--- config.mk ---
export PLATFORM = sky130hd
export DESIGN_NAME = lru_key_value_cache_core
export DESIGN_NICKNAME = d
export VERILOG_FILES = /design/src/hw/rtl/lkv_pkg.sv /design/src/hw/rtl/lkv_cell.sv /design/src/hw/rtl/lkv_select.sv /design/src/hw/rtl/lru_key_value_cache_core.sv
export SDC_FILE = /design/constraint.sdc
export NUM_CORES = 2
export LEC_CHECK = 0
export ABC_AREA = 1
export BUFFER_PORTS_ARGS = -buffer_cell sky130_fd_sc_hd__buf_2
export CORE_AREA = 4 4 357 359
export CTS_CLUSTER_SIZE = 25
export DETAILED_ROUTE_END_ITERATION = 8
export DIE_AREA = 0 0 361 363
export MAX_ROUTING_LAYER = met4
export PLACE_DENSITY = 0.63
export SLEW_MARGIN = 20
export SYNTH_ARGS = -nofsm -noshare
export SYNTH_HDL_FRONTEND = slang
export SYNTH_SLANG_ARGS = --single-unit
export TNS_END_PERCENT = 5
--- constraint.sdc ---
create_clock -name clk -period 11.1 [get_ports clk]
set_input_delay 1.11 -clock clk [delete_from_list [all_inputs] [get_ports clk]]
set_output_delay 1.11 -clock clk [all_outputs]
set_load 0.02 [all_outputs]
--- src/hw/rtl/lkv_pkg.sv ---
// Types and constants shared by the LRU key-value cache core.
// No dependencies; every other file refers to this package by scoped names.
package lkv_pkg;

  localparam int KEY_W = 32;
  localparam int VAL_W = 32;
  localparam int CAP_W = 5;

  localparam logic [CAP_W-1:0] CAP_RESET  = 5'd16;
  localparam logic             REQ_GET    = 1'b0;
  localparam logic             REQ_PUT    = 1'b1;
  localparam logic [VAL_W-1:0] MISS_VALUE = '1;

  typedef struct packed {
    logic                    req_type;
    logic [KEY_W-1:0]        lookup_key;
    logic signed [VAL_W-1:0] write_value;
  } req_t;

  typedef struct packed {
    logic                    hit;
    logic signed [VAL_W-1:0] read_value;
    logic                    evicted;
    logic [KEY_W-1:0]        evicted_key;
  } rsp_t;

  typedef struct packed {
    logic                    valid;
    logic [KEY_W-1:0]        key;
    logic signed [VAL_W-1:0] value;
  } entry_t;

  typedef enum logic [1:0] {
    ST_IDLE,
    ST_CMP,
    ST_UPD
  } state_t;

endpackage

--- src/hw/rtl/lkv_cell.sv ---
// One entry of the recency-ordered chain: holds a key/value word and compares it.
// Depends on lkv_pkg. Position in the chain is its recency rank (0 = most recent).
module lkv_cell #(
  parameter int IDX = 0,
  parameter int IW  = 4
) (
  input  logic                          clk,
  input  logic                          rst_n,
  input  logic                          shift_en,
  input  logic [IW-1:0]                 limit,
  input  lkv_pkg::entry_t               src,
  input  logic [lkv_pkg::KEY_W-1:0]     key,
  output lkv_pkg::entry_t               entry,
  output logic                          match
);

  lkv_pkg::entry_t entry_r;
  logic            take;

  // take the neighbor's word when this cell lies inside the shifted span
  assign take  = shift_en && (IW'(IDX) <= limit);
  assign match = entry_r.valid && (entry_r.key == key);
  assign entry = entry_r;

  always_ff @(posedge clk) begin
    if (!rst_n) begin
      entry_r.valid <= 1'b0;
    end else if (take) begin
      entry_r.valid <= src.valid;
    end
    if (take) begin
      entry_r.key   <= src.key;
      entry_r.value <= src.value;
    end
  end

endmodule

--- src/hw/rtl/lkv_select.sv ---
// Reduces the per-cell compare results to hit, position and stored value,
// and picks the key of the oldest live cell. Depends on lkv_pkg.
module lkv_select #(
  parameter int MAX_ENTRIES = 16,
  parameter int IW          = 4
) (
  input  logic [MAX_ENTRIES-1:0]        match,
  input  lkv_pkg::entry_t               cells [MAX_ENTRIES],
  input  logic [IW-1:0]                 oldest_idx,
  output logic                          hit,
  output logic [IW-1:0]                 pos,
  output logic [lkv_pkg::VAL_W-1:0]     value,
  output logic [lkv_pkg::KEY_W-1:0]     oldest_key
);

  // keys are unique, so at most one match bit is set: OR the selected fields
  always_comb begin
    hit   = 1'b0;
    pos   = '0;
    value = '0;
    for (int i = 0; i < MAX_ENTRIES; i++) begin
      hit   = hit | match[i];
      pos   = pos | (match[i] ? IW'(i) : '0);
      value = value | (match[i] ? cells[i].value : '0);
    end
  end

  assign oldest_key = cells[oldest_idx].key;

endmodule

--- src/hw/rtl/lru_key_value_cache_core.sv ---
// Top level of the fully associative LRU key-value cache.
// Depends on lkv_pkg, lkv_cell and lkv_select.
//
//   channel  | ports                  | handshake
//   ---------+------------------------+------------------------------------
//   request  | start, busy, in_req    | taken when start high and busy low
//   result   | out_valid, out_rsp     | one-cycle strobe, always taken
//   config   | cfg_we, cfg_wdata      | capacity written when cfg_we high
//
// Each request passes through a compare state, which matches the key against
// every cell and reduces the matches, then an update state, which shifts the
// recency chain on a hit or a put. busy is high only in the compare cycle, so
// a new word is taken in the update state. The result strobe comes in the
// cycle after the compare. Synchronous reset empties the chain and sets the
// capacity to 16. The receiver cannot stall the result.
module lru_key_value_cache_core #(
  parameter int MAX_ENTRIES = 16
) (
  input  logic                          clk,
  input  logic                          rst_n,
  input  logic                          start,
  output logic                          busy,
  input  lkv_pkg::req_t                 in_req,
  output logic                          out_valid,
  output lkv_pkg::rsp_t                 out_rsp,
  input  logic                          cfg_we,
  input  logic [lkv_pkg::CAP_W-1:0]     cfg_wdata
);

  localparam int IW = (MAX_ENTRIES > 1) ? $clog2(MAX_ENTRIES) : 1;
  localparam int CW = $clog2(MAX_ENTRIES + 1);
  localparam int EW = (CW > lkv_pkg::CAP_W) ? CW : lkv_pkg::CAP_W;

  lkv_pkg::state_t              state_r, state_nxt;
  lkv_pkg::req_t                req_r;
  logic [lkv_pkg::CAP_W-1:0]    cfg_cap_r;
  logic [CW-1:0]                live_count_r, live_count_nxt;
  logic                         upd_en_r, upd_en_nxt;
  logic [IW-1:0]                limit_r, limit_nxt;
  lkv_pkg::entry_t              head_r, head_nxt;
  logic                         inc_r, inc_nxt;
  logic                         out_valid_r;
  lkv_pkg::rsp_t                out_rsp_r, rsp_nxt;

  logic                         accept;
  logic                         shift_en;
  logic                         is_put;
  logic                         full;
  logic [IW-1:0]                oldest_idx;

  lkv_pkg::entry_t              cells [MAX_ENTRIES];
  logic [MAX_ENTRIES-1:0]       match;
  logic [MAX_ENTRIES-1:0]       valid_vec;
  logic                         sel_hit;
  logic [IW-1:0]                sel_pos;
  logic [lkv_pkg::VAL_W-1:0]    sel_value;
  logic [lkv_pkg::KEY_W-1:0]    sel_oldest_key;

  // ---------------------------------------------------------------- control

  always_comb begin
    state_nxt = state_r;
    unique case (state_r)
      lkv_pkg::ST_IDLE: if (start) state_nxt = lkv_pkg::ST_CMP;
      lkv_pkg::ST_CMP:  state_nxt = lkv_pkg::ST_UPD;
      lkv_pkg::ST_UPD:  state_nxt = start ? lkv_pkg::ST_CMP : lkv_pkg::ST_IDLE;
      default:          state_nxt = lkv_pkg::ST_IDLE;
    endcase
  end

  always_comb begin
    busy     = 1'b0;
    shift_en = 1'b0;
    unique case (state_r)
      lkv_pkg::ST_IDLE: busy = 1'b0;
      lkv_pkg::ST_CMP:  busy = 1'b1;
      lkv_pkg::ST_UPD:  shift_en = upd_en_r;
      default:          busy = 1'b0;
    endcase
  end

  assign accept = start && !busy;

  always_ff @(posedge clk) begin
    if (!rst_n) begin
      state_r      <= lkv_pkg::ST_IDLE;
      cfg_cap_r    <= lkv_pkg::CAP_RESET;
      live_count_r <= '0;
      out_valid_r  <= 1'b0;
      upd_en_r     <= 1'b0;
    end else begin
      state_r      <= state_nxt;
      live_count_r <= live_count_nxt;
      out_valid_r  <= (state_r == lkv_pkg::ST_CMP);
      if (cfg_we) begin
        cfg_cap_r <= cfg_wdata;
      end
      if (state_r == lkv_pkg::ST_CMP) begin
        upd_en_r <= upd_en_nxt;
      end
    end
  end

  always_ff @(posedge clk) begin
    if (accept) begin
      req_r <= in_req;
    end
    if (state_r == lkv_pkg::ST_CMP) begin
      limit_r   <= limit_nxt;
      head_r    <= head_nxt;
      inc_r     <= inc_nxt;
      out_rsp_r <= rsp_nxt;
    end
  end

  // ------------------------------------------------------------- cell chain

  for (genvar g = 0; g < MAX_ENTRIES; g++) begin : g_cell
    lkv_pkg::entry_t src;
    if (g == 0) begin : g_head
      assign src = head_r;
    end else begin : g_link
      assign src = cells[g-1];
    end

    lkv_cell #(
      .IDX (g),
      .IW  (IW)
    ) u_cell (
      .clk      (clk),
      .rst_n    (rst_n),
      .shift_en (shift_en),
      .limit    (limit_r),
      .src      (src),
      .key      (req_r.lookup_key),
      .entry    (cells[g]),
      .match    (match[g])
    );

    assign valid_vec[g] = cells[g].valid;
  end

  lkv_select #(
    .MAX_ENTRIES (MAX_ENTRIES),
    .IW          (IW)
  ) u_select (
    .match      (match),
    .cells      (cells),
    .oldest_idx (oldest_idx),
    .hit        (sel_hit),
    .pos        (sel_pos),
    .value      (sel_value),
    .oldest_key (sel_oldest_key)
  );

  // ------------------------------------------------------- compare decision

  // capacity zero acts as one; above MAX_ENTRIES it saturates
  always_comb begin
    full = (live_count_r == CW'(MAX_ENTRIES));
    if (cfg_cap_r == '0) begin
      full = full || (live_count_r != '0);
    end else begin
      full = full || (EW'(live_count_r) >= EW'(cfg_cap_r));
    end
  end

  // the oldest live entry sits at the end of the occupied span
  assign oldest_idx = IW'(live_count_r - CW'(1));
  assign is_put     = (req_r.req_type == lkv_pkg::REQ_PUT);

  always_comb begin
    rsp_nxt.hit         = sel_hit;
    rsp_nxt.evicted     = is_put && !sel_hit && full;
    rsp_nxt.evicted_key = rsp_nxt.evicted ? sel_oldest_key : '0;
    if (is_put) begin
      rsp_nxt.read_value = '0;
    end else if (sel_hit) begin
      rsp_nxt.read_value = sel_value;
    end else begin
      rsp_nxt.read_value = lkv_pkg::MISS_VALUE;
    end

    upd_en_nxt = sel_hit || is_put;
    inc_nxt    = is_put && !sel_hit && !full;

    // hit: rotate the matching cell to the front; miss put: push onto the front
    if (sel_hit) begin
      limit_nxt = sel_pos;
    end else if (full) begin
      limit_nxt = oldest_idx;
    end else begin
      limit_nxt = IW'(live_count_r);
    end

    head_nxt.valid = 1'b1;
    head_nxt.key   = req_r.lookup_key;
    head_nxt.value = is_put ? req_r.write_value : sel_value;
  end

  assign live_count_nxt = (shift_en && inc_r) ? live_count_r + CW'(1) : live_count_r;

  assign out_valid = out_valid_r;
  assign out_rsp   = out_rsp_r;

  // ------------------------------------------------------------- assertions

  a_count_bound: assert property (@(posedge clk) disable iff (!rst_n)
    live_count_r <= CW'(MAX_ENTRIES))
    else $error("live count above MAX_ENTRIES");

  a_valid_count: assert property (@(posedge clk) disable iff (!rst_n)
    $countones(valid_vec) == int'(live_count_r))
    else $error("cell valid bits disagree with live count");

  a_result_timing: assert property (@(posedge clk) disable iff (!rst_n)
    accept |-> ##2 out_valid)
    else $error("result strobe missing two cycles after accept");

  a_evict_shape: assert property (@(posedge clk) disable iff (!rst_n)
    (out_valid && out_rsp.evicted) |-> (!out_rsp.hit && out_rsp.read_value == '0))
    else $error("eviction reported on a hit or a get");

  a_miss_no_shift: assert property (@(posedge clk) disable iff (!rst_n)
    (out_valid && !out_rsp.hit && out_rsp.read_value == lkv_pkg::MISS_VALUE
      && !out_rsp.evicted && !$past(is_put)) |-> !shift_en)
    else $error("chain shifted on a get miss");

endmodule
Word-level counts from Yosys, hierarchy flattened. Cells that the tools add are included.

$add $sub $neg: 2. $mul: 0. Divide/modulo/power cells: 0. Order comparisons: 18. Equality and inequality tests: 20. Shifts and indexed selects: 0. Multiplexer cells: 44. Bitwise operators: 45. Reduce and logical (&&, ||, !) cells: 46.

Operators by type and width (number): 32-bit two-way mux (18); 32-bit == test (16); 32-bit OR (15); 65-bit binary-select mux with 4-bit select (1); 64-bit two-way mux (2); 4-bit OR (14); 4-bit two-way mux (10); 1-bit logical AND (37); 4-bit less-or-equal comparator (first input constant) (8); 3-bit by 4-bit less-or-equal comparator with 1-bit output (first input constant) (4); 1-bit OR (15); 3-bit two-way mux (4); 1-bit by 4-bit less-or-equal comparator with 1-bit output (first input constant) (2); 2-bit by 4-bit less-or-equal comparator with 1-bit output (first input constant) (2); 2-bit two-way mux (3); 2-bit one-hot mux with 3 select lines (1); 5-bit by 1-bit adder with 5-bit output (second input constant) (1); 5-bit == test (second input constant) (1); 5-bit greater-or-equal comparator (1); 5-bit greater-or-equal comparator (second input constant) (1); 5-bit logical NOT (1); 1-bit two-way mux (5); 4-bit inverter with 5-bit output (1); 5-bit nonzero test (1); 7 further kinds (11).

Flip-flop bits (word level): 1254. Latch bits: 0. Bits in writable memories: 0. Bits in read-only memories: 0. Bits of input ports: 74. Word-level logic and storage cells: 239. Memories: 0.

Longest topological paths before layout.
Word-level depth: 20. Gate-level depth with buffers: 19.

By module. From an unflattened synthesis, not the netlist that was laid out.

Cell total of the unflattened synthesis: 6229. Area, all modules: 58635.0 µm².

By module, submodules not included: lkv_select (instances 1, cells an instance 2368, area an instance 10034.6 µm², sequential area each 0.0 µm²); lru_key_value_cache_core (instances 1, cells an instance 534, area an instance 7806.2 µm², sequential area each 6286.0 µm²); lkv_cell at g_cell[15].u_cell ... (instances 2, cells an instance 206, area an instance 2538.7 µm², sequential area each 1941.9 µm²); lkv_cell at g_cell[13].u_cell (instances 1, cells an instance 211, area an instance 2568.7 µm², sequential area each 1941.9 µm²); lkv_cell at g_cell[10].u_cell (instances 1, cells an instance 212, area an instance 2566.2 µm², sequential area each 1941.9 µm²); lkv_cell at g_cell[12].u_cell (instances 1, cells an instance 210, area an instance 2557.5 µm², sequential area each 1941.9 µm²); lkv_cell at g_cell[7].u_cell (instances 1, cells an instance 205, area an instance 2556.2 µm², sequential area each 1941.9 µm²); lkv_cell at g_cell[11].u_cell (instances 1, cells an instance 208, area an instance 2555.0 µm², sequential area each 1941.9 µm²); lkv_cell at g_cell[6].u_cell (instances 1, cells an instance 210, area an instance 2553.7 µm², sequential area each 1941.9 µm²); lkv_cell at g_cell[1].u_cell (instances 1, cells an instance 212, area an instance 2552.4 µm², sequential area each 1941.9 µm²); lkv_cell at g_cell[3].u_cell (instances 1, cells an instance 208, area an instance 2552.4 µm², sequential area each 1941.9 µm²); lkv_cell at g_cell[5].u_cell (instances 1, cells an instance 207, area an instance 2551.2 µm², sequential area each 1941.9 µm²); lkv_cell at g_cell[14].u_cell (instances 1, cells an instance 205, area an instance 2543.7 µm², sequential area each 1941.9 µm²); lkv_cell at g_cell[0].u_cell (instances 1, cells an instance 208, area an instance 2542.4 µm², sequential area each 1941.9 µm²); +3 rows.

Worst setup path after synthesis. OpenSTA, ideal clock, no wires.

Path type: register to register. Start point: register upd_en_r. End point: register g_cell[15].u_cell.entry_r (netlist bit g_cell[15].u_cell.entry[64]). Library setup time: 0.089 ns. Data arrival time: 11.056 ns. Required time: 11.011 ns. Setup slack: -0.045 ns. Stages on the path, launching flop included: 11. Buffers on the path: 0. Clock period less this slack: 11.145 ns. Cells stage by stage: dfxtp_1 -> inv_1 -> nor3_2 -> inv_1 -> nor2_2 -> inv_1 -> nor2_2 -> inv_1 -> nor2_1 -> o21ai_0 -> a21oi_1.

Word-level cells in the longest chain between the ends: 2.

Ends and longest elaborated chain: start, declared (line lru_key_value_cache_core.sv:38) `logic upd_en_r, upd_en_nxt;`; start signal, assigned (line lru_key_value_cache_core.sv:99) `upd_en_r <= upd_en_nxt;`; 1-bit two-way mux (line lru_key_value_cache_core.sv:74) `unique case (state_r)`; 1-bit logical AND (line lkv_cell.sv:21) `assign take = shift_en && (IW'(IDX) <= limit);`; net g_cell[15].u_cell.take (line lkv_cell.sv:18) `logic take;`; end, declared (line lkv_cell.sv:17) `lkv_pkg::entry_t entry_r;`.

The timed path passes the listed nets, and every way through them passes these cells. A chain may end at the register's enable or synchronous reset.

Final worst setup path.
Start point: register upd_en_r. End point: register g_cell[15].u_cell.entry_r (netlist bit g_cell[15].u_cell.entry[34]), enable pin.

The elaborated chain is that of the path after synthesis.

==> flow_metrics.tcl <==
set metrics [dict create \
    synth-edff-count 1224 \
    hold_viol 0 \
    path_buf_inv 5 \
    initial_core_util_pct 48.96 \
    avgSynthCellArea_sq_um 9.293 \
    first_pass_iters 6 \
    dpl_worst_slack_ps 5913 \
    use_met2_pct 57.66 \
    ctsResizeCount 0 \
    min_to "g_cell[0].u_cell.entry[50]$_DFFE_PP_" \
    routedWlPerCell_um 28.26 \
    postRouteAntennaNets 0 \
    synthFlopType "edfxtp_1" \
    cts_tree "done" \
    drive_gt1_share_pct 7.981 \
    fp.dieArea_sq_um 131000 \
    die_width_um 361 \
    grt_usage_pct 36.87 \
    worst_path_max_delay_cell "nor2_4" \
    grt_setup_unrepaired "false" \
    timing.fmax_mhz 190.6 \
    end_kind "flop" \
    clockBufferDepth 3 \
    cap_viol_max_count 0 \
    synthesis.area_sq_um 60610 \
    setup_ws_ps 5854 \
    cellPowerDensity_nw_per_um2 155.5 \
    gp_congestion 0.9962 \
    synth.net_count 6604 \
    critPathTopFamily "simple AND/OR/NAND/NOR gates" \
    routed_wl_um 236800 \
    synthTopCellsByArea "edfxtp_1, nand2_1, nor2_1" \
    postLayoutCellArea_sq_um 67150 \
    grt_start_max_net_pins 105 \
    grtUsageMet3_pct 7.235 \
    worstPathRequired_ps 11500 \
    ios 142 \
    max-slew-margin-rel_pct 20.75 \
    crit_fanout 41 \
    vias 47930 \
    crit_top_cell "inv_1" \
    async_flop_share_pct 0 \
    critical-path-max-stage-delay_ps 870 \
    synthAdderAreaFrac_pct 0.1651 \
    worst_setup_path_start_kind "flop" \
    crit_chain "inv_1 > nor3_4 > inv_1 > nor2_4 > inv_1 > nor2_4 > inv_1 > nor2_4 > buf_4" \
    p_leak_nw 27.94 \
    worst_slew_pin_slew_ps 1189 \
    hold_path_startpoint "g_cell[0].src[50]$_DFFE_PP_" \
    tns_ps 0 \
    avgViaCountPerCell 5.720 \
    fin_worst_skew_ps 37.27 \
    critical_path_class "flop to flop" \
    drt-initial-drc-count 5872 \
    yosysWarnings 0 \
    postCtsHoldBufs 0 \
    synth_seq_area_share_pct 61.63 \
    reg2reg_depth 9 \
    yosysMostFrequentCell "nand2_1" \
    clock_latency_ps 780 \
    synth_top_family_by_area "simple AND/OR/NAND/NOR gates" \
    synth.top_cell.area_share_pct 60.64 \
    maxSlewViolCount 0 \
    min_path_cells 0 \
    period_share_pct 47.26 \
    use_met1_pct 46.61 \
    grt_overflow 0 \
    syn_to_final_growth_pct 10.79 \
    peakVddDrop_v 0.0001739 \
    status "complete, no violations" \
    ys_types 43 \
    post-cts-setup-buffer-count 0 \
    antenna_found_initial 3 \
    root_buffer "clkbuf_16" \
    clkTransAtPathRegs_ps 60 \
    core_area_sq_um 123800 \
    fp-row-count 129 \
    portBuffers 141 \
    drc 0 \
    min_period_ps 5246 \
    arrival_ps 5650 \
    synth_xor_area_share_pct 2.095 \
    synth_mux_area_share_pct 0 \
    power_w 0.01044 \
    cts_made_buffers 140 \
    place_area_sq_um 62580 \
    clock-sinks 1254 \
    final_nets 6711 \
    dp_hpwl_um 169700 \
    reg2reg_slack_ps 5850 \
    hp-class "flop to flop" \
    setup_viol 0 \
    htree_levels 4 \
    timing.rr.end "g_cell[15].u_cell.entry[34]$_DFFE_PP_" \
    grt_pass1_vias 46600 \
    die_h_um 363 \
    yosys.area_share.simple_pct 23.83 \
    grt_first_pass_wirelength_um 332600 \
    synth_common_cells "nand2_1, edfxtp_1, nor2_1, inv_1, o21ai_0" \
    syn-instance-count 6522 \
    synth_compound_area_share_pct 5.974 \
    ys_ff_latch 1254 \
    top_usage_layer "met2" \
    synth_top_area_cell "edfxtp_1" \
    r2r_start "upd_en_r$_SDFFE_PN0P_" \
]
[power breakdown]
part | internal, W | switching, W | total, W | leakage, nW
combinational | 0.000125 | 0.000421 | 0.000546 | 14.4
clock | 0.00264 | 0.00204 | 0.00468 | 2.22
sequential | 0.00520 | 0.0000249 | 0.00522 | 11.4
total | 0.00796 | 0.00248 | 0.0104 | 27.9
[kinds of logic (layout without fill, tap and decap cells)]
logic type,after synthesis,in the layout
compound gates,697,697
flops,1254,1254
other cells,0,2
xor+xnor,145,145
fa+ha+maj,8,8
simple gates,3574,3574
buf+inv,844,1063
[state kept, by name, indices dropped and copies added, names as in the netlist]
| signal | cells |
|---|---|
| out_valid | 1 |
| state_r | 2 |
| head_nxt | 32 |
| g_cell.u_cell.entry | 1040 |
| live_count_r | 5 |
| is_put | 1 |
| limit_r | 4 |
| inc_r | 1 |
| g_cell.src | 64 |
| cfg_cap_r | 5 |
| req_r | 32 |
| upd_en_r | 1 |
| out_rsp | 66 |
[cell type report]
| class | instances | area [sq um] |
|---|---|---|
| diodes | 2 | 5.005 |
| clock buffers | 169 | 3707 |
| clock inverters | 85 | 860.8 |
| fillers | 11220 | 56650 |
| inverters | 584 | 2213 |
| multi-input cells | 4424 | 19600 |
| flip-flops and latches | 1254 | 37360 |
| well taps | 1637 | 2048 |
| repair buffers | 225 | 1361 |
[metal layers]
| metal | part of all wire, % | wire length [um] |
|---|---|---|
| met4 | 5.6 | 13350 |
| met1 | 38 | 90770 |
| met3 | 9.8 | 23200 |
| met2 | 46 | 109500 |
| met5 | 0 | 0 |
[metrics by stage]
step,util (%),hold slack (ps),cells
detailed placement,50.55,404.5,8124
CTS,54.24,406.8,8378
floorplan,-,400.3,6522
global placement,50.53,400.5,8123
global route,54.24,422.0,8379
finish,54.24,414.2,8380
[layout by cell type, fill, tap and decap left out, drive strengths merged, types with 2 or more instances in the layout]
| cell type | count |
|---|---|
| nand2 | 2421 |
| edfxtp | 1224 |
| nor2 | 735 |
| inv | 585 |
| o21ai | 411 |
| a21oi | 234 |
| nand3 | 226 |
| buf | 225 |
| clkbuf | 169 |
| nand4 | 124 |
| xnor2 | 122 |
| clkinv | 70 |
| dfxtp | 30 |
| o211ai | 27 |
| xor2 | 23 |
| nand3b | 21 |
| nor3 | 19 |
| and2 | 14 |
| o221ai | 11 |
| bufinv | 10 |
| o22ai | 9 |
| ha | 8 |
| or2 | 8 |
| clkinvlp | 4 |
| nand2b | 3 |
| a21boi | 3 |
| diode | 2 |
| and3b | 2 |
[how the worst max path moves through the flow]
stage / start / to / slack [ps] / cells after the start
CTS: upd_en_r$_SDFFE_PN0P_ / g_cell[14].u_cell.entry[32]$_DFFE_PP_ / 5910 / 9
global placement: upd_en_r$_SDFFE_PN0P_ / g_cell[14].u_cell.entry[33]$_DFFE_PP_ / 5970 / 9
detailed placement: upd_en_r$_SDFFE_PN0P_ / g_cell[14].u_cell.entry[35]$_DFFE_PP_ / 5910 / 9
finish: upd_en_r$_SDFFE_PN0P_ / g_cell[15].u_cell.entry[34]$_DFFE_PP_ / 5850 / 9
floorplan: upd_en_r$_SDFFE_PN0P_ / g_cell[13].u_cell.entry[0]$_DFFE_PP_ / -30 / 8
global route: upd_en_r$_SDFFE_PN0P_ / g_cell[15].u_cell.entry[36]$_DFFE_PP_ / 5560 / 9
Power figures use the tool's default switching activity.
